[config.mk]
export PLATFORM = sky130hd
export DESIGN_NAME = nlcs_cell
export DESIGN_NICKNAME = d
export VERILOG_FILES = /design/src/rtl/nlcs_pkg.sv /design/src/rtl/nlcs_cell.sv
export SDC_FILE = /design/constraint.sdc
export NUM_CORES = 1
export LEC_CHECK = 0
export BUFFER_PORTS_ARGS = -buffer_cell sky130_fd_sc_hd__buf_4
export CAP_MARGIN = 40
export CORE_MARGIN = 2
export CORE_UTILIZATION = 40
export CTS_CLUSTER_DIAMETER = 100
export DETAILED_ROUTE_END_ITERATION = 8
export GPL_ROUTABILITY_DRIVEN = 0
export PLACE_DENSITY = 0.69
export SKIP_LAST_GASP = 1
export SYNTH_ARGS = -nofsm -noshare
export SYNTH_HDL_FRONTEND = slang
export SYNTH_SLANG_ARGS = --single-unit
[constraint.sdc]
create_clock -name clk -period 2.95 [get_ports clk]
set_clock_uncertainty 0.15 [all_clocks]
set_input_delay 0.4425 -clock clk [delete_from_list [all_inputs] [get_ports clk]]
set_output_delay 0.4425 -clock clk [all_outputs]
set_load 0.01 [all_outputs]
[src/rtl/nlcs_pkg.sv]
`timescale 1ns / 1ps
// ----------------------------------------------------------------------------
// nlcs_pkg
// Shared types, sizes and codes for the lambda-closure automaton stepper.
// ----------------------------------------------------------------------------
package nlcs_pkg;

  localparam int MAX_STATES  = 16;
  localparam int MAX_SYMBOLS = 16;
  localparam int STATE_W     = $clog2(MAX_STATES);
  localparam int SYM_W       = $clog2(MAX_SYMBOLS);
  localparam int CNT_W       = 5;

  typedef logic [MAX_STATES-1:0] set_t;

  typedef enum logic [1:0] {
    OP_LOAD_TRANS  = 2'd0,
    OP_LOAD_LAMBDA = 2'd1,
    OP_START       = 2'd2,
    OP_SYMBOL      = 2'd3
  } op_t;

  typedef enum logic [1:0] {
    CFG_STATES  = 2'd0,
    CFG_SYMBOLS = 2'd1,
    CFG_INIT    = 2'd2
  } cfg_idx_t;

  // Broadcast control seen by every cell of the chain
  typedef struct packed {
    logic             ld_lambda;
    logic             ld_trans;
    logic [SYM_W-1:0] wsym;
    set_t             row;
    logic             use_trans;
    logic [SYM_W-1:0] rsym;
  } cell_ctrl_t;

  // Zero acts as one, anything above the limit acts as the limit
  function automatic logic [CNT_W-1:0] count_clamp(input logic [CNT_W-1:0] v,
                                                   input logic [CNT_W-1:0] lim);
    logic [CNT_W-1:0] r;
    r = v;
    if (v == '0) r = CNT_W'(1);
    if (v > lim) r = lim;
    return r;
  endfunction

endpackage

[src/rtl/nlcs_cell.sv]
`timescale 1ns / 1ps
// ----------------------------------------------------------------------------
// nlcs_cell
// One automaton state: holds its lambda row and its transition rows, and
// ORs the selected row into the accumulator passed down the chain.
// ----------------------------------------------------------------------------
module nlcs_cell
  import nlcs_pkg::*;
(
  input  logic       clk,
  input  logic       rst_n,
  input  cell_ctrl_t ctrl,
  input  logic       sel,
  input  logic       gate,
  input  set_t       acc_in,
  output set_t       acc_out
);

  set_t lam_r;
  set_t trans_r [MAX_SYMBOLS];
  set_t rd_row;

  always_ff @(posedge clk) begin
    if (!rst_n) begin
      lam_r <= '0;
      for (int k = 0; k < MAX_SYMBOLS; k++) begin
        trans_r[k] <= '0;
      end
    end else begin
      if (sel && ctrl.ld_lambda) lam_r <= ctrl.row;
      if (sel && ctrl.ld_trans) trans_r[ctrl.wsym] <= ctrl.row;
    end
  end

  assign rd_row  = ctrl.use_trans ? trans_r[ctrl.rsym] : lam_r;
  assign acc_out = gate ? (acc_in | rd_row) : acc_in;

endmodule

==> run summary <==
outcome = finished, final reports clean
CP most frequent cell = buf_4
first-pass GRT wire length = 47200 um
Crit. End Element = output pin
largest family of logic cells by synthesized area = simple AND/OR/NAND/NOR gates
Clock Latency Late Sink = 0.53 ns
Initial Utilization = 0.403
leak pwr = 0.00516 uW
Worst Hold Margin = 0.0888 ns
clock-pin transition on the worst setup and hold timing paths = 0.06 ns
fmax = 356 MHz
root buffer cell = clkbuf_16
GR Overflow Total = 0
Rel. slew slack = 0.413
setup TNS = 0 ns
synth unique cells = 31
final WL = 31000 um
Final HPWL DP = 19800 um
min cycle time layout = 2.81 ns
XOR/XNOR share of the synthesized area = 0
core area = 0.0313 sq mm
crit path DAT = 2.22 ns
Final Slew Violations = 0
RSZ-0062 raised after global routing = no
most frequent cells in the layout = edfxtp_1 (256), and2_1 (251), buf_4 (100)
commonest non-fill, non-tap cell in the layout = edfxtp_1
synthesized area = 0.0126 sq mm
share of cells above drive strength 1 = 0.247
H-tree depth = 1
number of nets in the layout = 973
Worst Tran Pin Value = 0.881 ns
Area growth syn-to-layout = 16.1%
critical path peak fanout = 18
Port Buf Inserts = 62
endpoints failing hold = 0
Ports = 63
sequential area share after synthesis = 0.635
CP max stage cell = mux4_2
Fillers = 2690
vias in the first global route = 7669
Die W = 182 um
ANT nets after route = 0
Mapped Avg Cell Area = 14.8 sq um
synth warn = 0
Max Buffers Root-to-Sink = 3
VDD IR max = 0.407 mV
peak per-stage delay on the critical path = 0.51 ns
ANT cells = 0
Simple-Gate Fraction of Synth Area = 0.168
Initial DRC Count = 680
Syn Inst Count = 854
# rows = 65
Sink Count = 272
Die H = 182 um
wire length per cell = 23.0 um
crit path launch type = input port
Tcrit/Tclk final = 0.952
Compound-Gate Fraction of Synth Area = 0.0466
Post-CTS Hold Fix Bufs = 0
first-pass detailed-route iteration total = 5
crit path cell chain = buf_4 -> buf_12 -> mux4_2 -> a221oi_1 -> o21ai_1 -> o21a_1 -> buf_4
routed via count = 7386
via/cell ratio = 5.48
adder-cell area share of the yosys netlist = 0
Setup violations, final = 0
syn nets = 901
largest net degree at the start of global routing = 34
# Post-CTS Setup Buffers = 0
Crit Path Category = in -> out
full die area = 0.0330 sq mm
initial antenna violation count = 0
CTS Buf Count = 27
hold crit path type = in -> reg
max_cap viols = 0
gr usage total = 0.193
number of synthesized register bits = 272
CTS tree = yes
Critical Path RT = 2.36 ns
mux cell area share after synthesis = 0.128
# DRC = 0
PwrDens = 597 mW/mm^2
-- worst max-delay path: cells and delay by family --
family	cells	cell delay [ns]
muxes	1	0.51
buffers and inverters	3	0.60
AOI/OAI and AO/OA	3	0.63
-- where the power goes --
part	leakage, uW	total (uW)	internal (uW)	switching, uW
sequential	0.00257	4480	4420	62.0
combinational	0.00215	735	331	404
clock	0.000442	3520	2070	1450
-- sequential cells by signal, indices dropped and copies added, names as in the netlist --
signal and cells:
lam_r 16, trans_r 256
-- worst paths after layout --
| path | startpoint | end | slack, ns | depth (start not counted) |
|---|---|---|---|---|
| hold reg to reg | lam_r[8] | lam_r[8] | 0.31 | 2 |
| setup reg to reg | lam_r[1] | lam_r[1] | 2.14 | 2 |
| setup / recovery | ctrl[1] | acc_out[15] | 0.14 | 7 |
| hold / removal | ctrl[13] | lam_r[8] | 0.09 | 3 |
-- Yosys cell counts --
cell / count / share of area
o21ai_1: 9 / 0.0036
mux2_2: 7 / 0.0063
and2_1: 251 / 0.12
nand3_1: 1 / 0.00040
nor2_4: 3 / 0.0027
nand2_1: 41 / 0.012
a21boi_0: 16 / 0.0095
nor3_2: 3 / 0.0024
edfxtp_1: 256 / 0.61
buf_1: 7 / 0.0021
o21a_1: 25 / 0.015
and2_2: 7 / 0.0042
clkbuf_2: 3 / 0.0012
nor3_4: 1 / 0.0013
nor2_1: 17 / 0.0051
a21oi_1: 7 / 0.0028
nor2b_1: 2 / 0.00099
clkbuf_1: 44 / 0.013
a221oi_1: 16 / 0.011
and3_4: 1 / 0.00089
dfxtp_1: 16 / 0.025
nand2b_1: 20 / 0.0099
buf_4: 1 / 0.00060
mux4_2: 64 / 0.11
mux2i_1: 9 / 0.0071
or3b_1: 1 / 0.00069
buf_6: 4 / 0.0036
buf_2: 6 / 0.0024
or2b_1: 2 / 0.0012
nand3b_1: 2 / 0.0012
o21ai_0: 12 / 0.0048
-- timing repair --
item / 4_1_cts / 5_1_grt
gates resized for setup: 0 / 1
endpoints found under the setup margin: 0 / 1
endpoints found under the hold margin: 0 / 0
-- per-layer routing --
layer  track usage  routed length [um]  up-vias
met5             0                   0        -
met2         0.305               14500      333
met3        0.0377                2490       51
met1         0.268               13100     3715
met4        0.0641                 834        0
li1              -                   -     3287
-- per-stage QoR --
stage / setup WS, ns / instance area [sq um] / total power (uW) / cells / utilization
2_1_floorplan: 0.0583 / 12600 / 4960 / 854 / -
3_3_place_gp: 0.121 / 13700 / 5280 / 1298 / 0.438
3_5_place_dp: 0.124 / 13700 / 5290 / 1299 / 0.439
4_1_cts: 0.123 / 14600 / 8790 / 1348 / 0.467
5_1_grt: 0.0473 / 14600 / 8990 / 1348 / 0.467
6_report: 0.142 / 14600 / 8740 / 1348 / 0.467
-- area by class of cell --
class,instances,area [sq um],share of cell area
tap,402,503,0.0344
clock buffer,33,718,0.0491
sequential,272,8010,0.547
timing repair buffer,108,911,0.0622
multi-input combinational,517,4320,0.295
clock inverter,16,176,0.0121
-- kinds of logic (layout without fill, tap and decap cells) --
| family | Yosys count | after routing |
|---|---|---|
| flip-flops | 272 | 272 |
| buffers and inverters | 65 | 157 |
| AND/OR/NAND/NOR | 352 | 352 |
| AO/OA/AOI/OAI | 85 | 85 |
| multiplexers | 80 | 80 |
(Power assumes the default switching activity.)
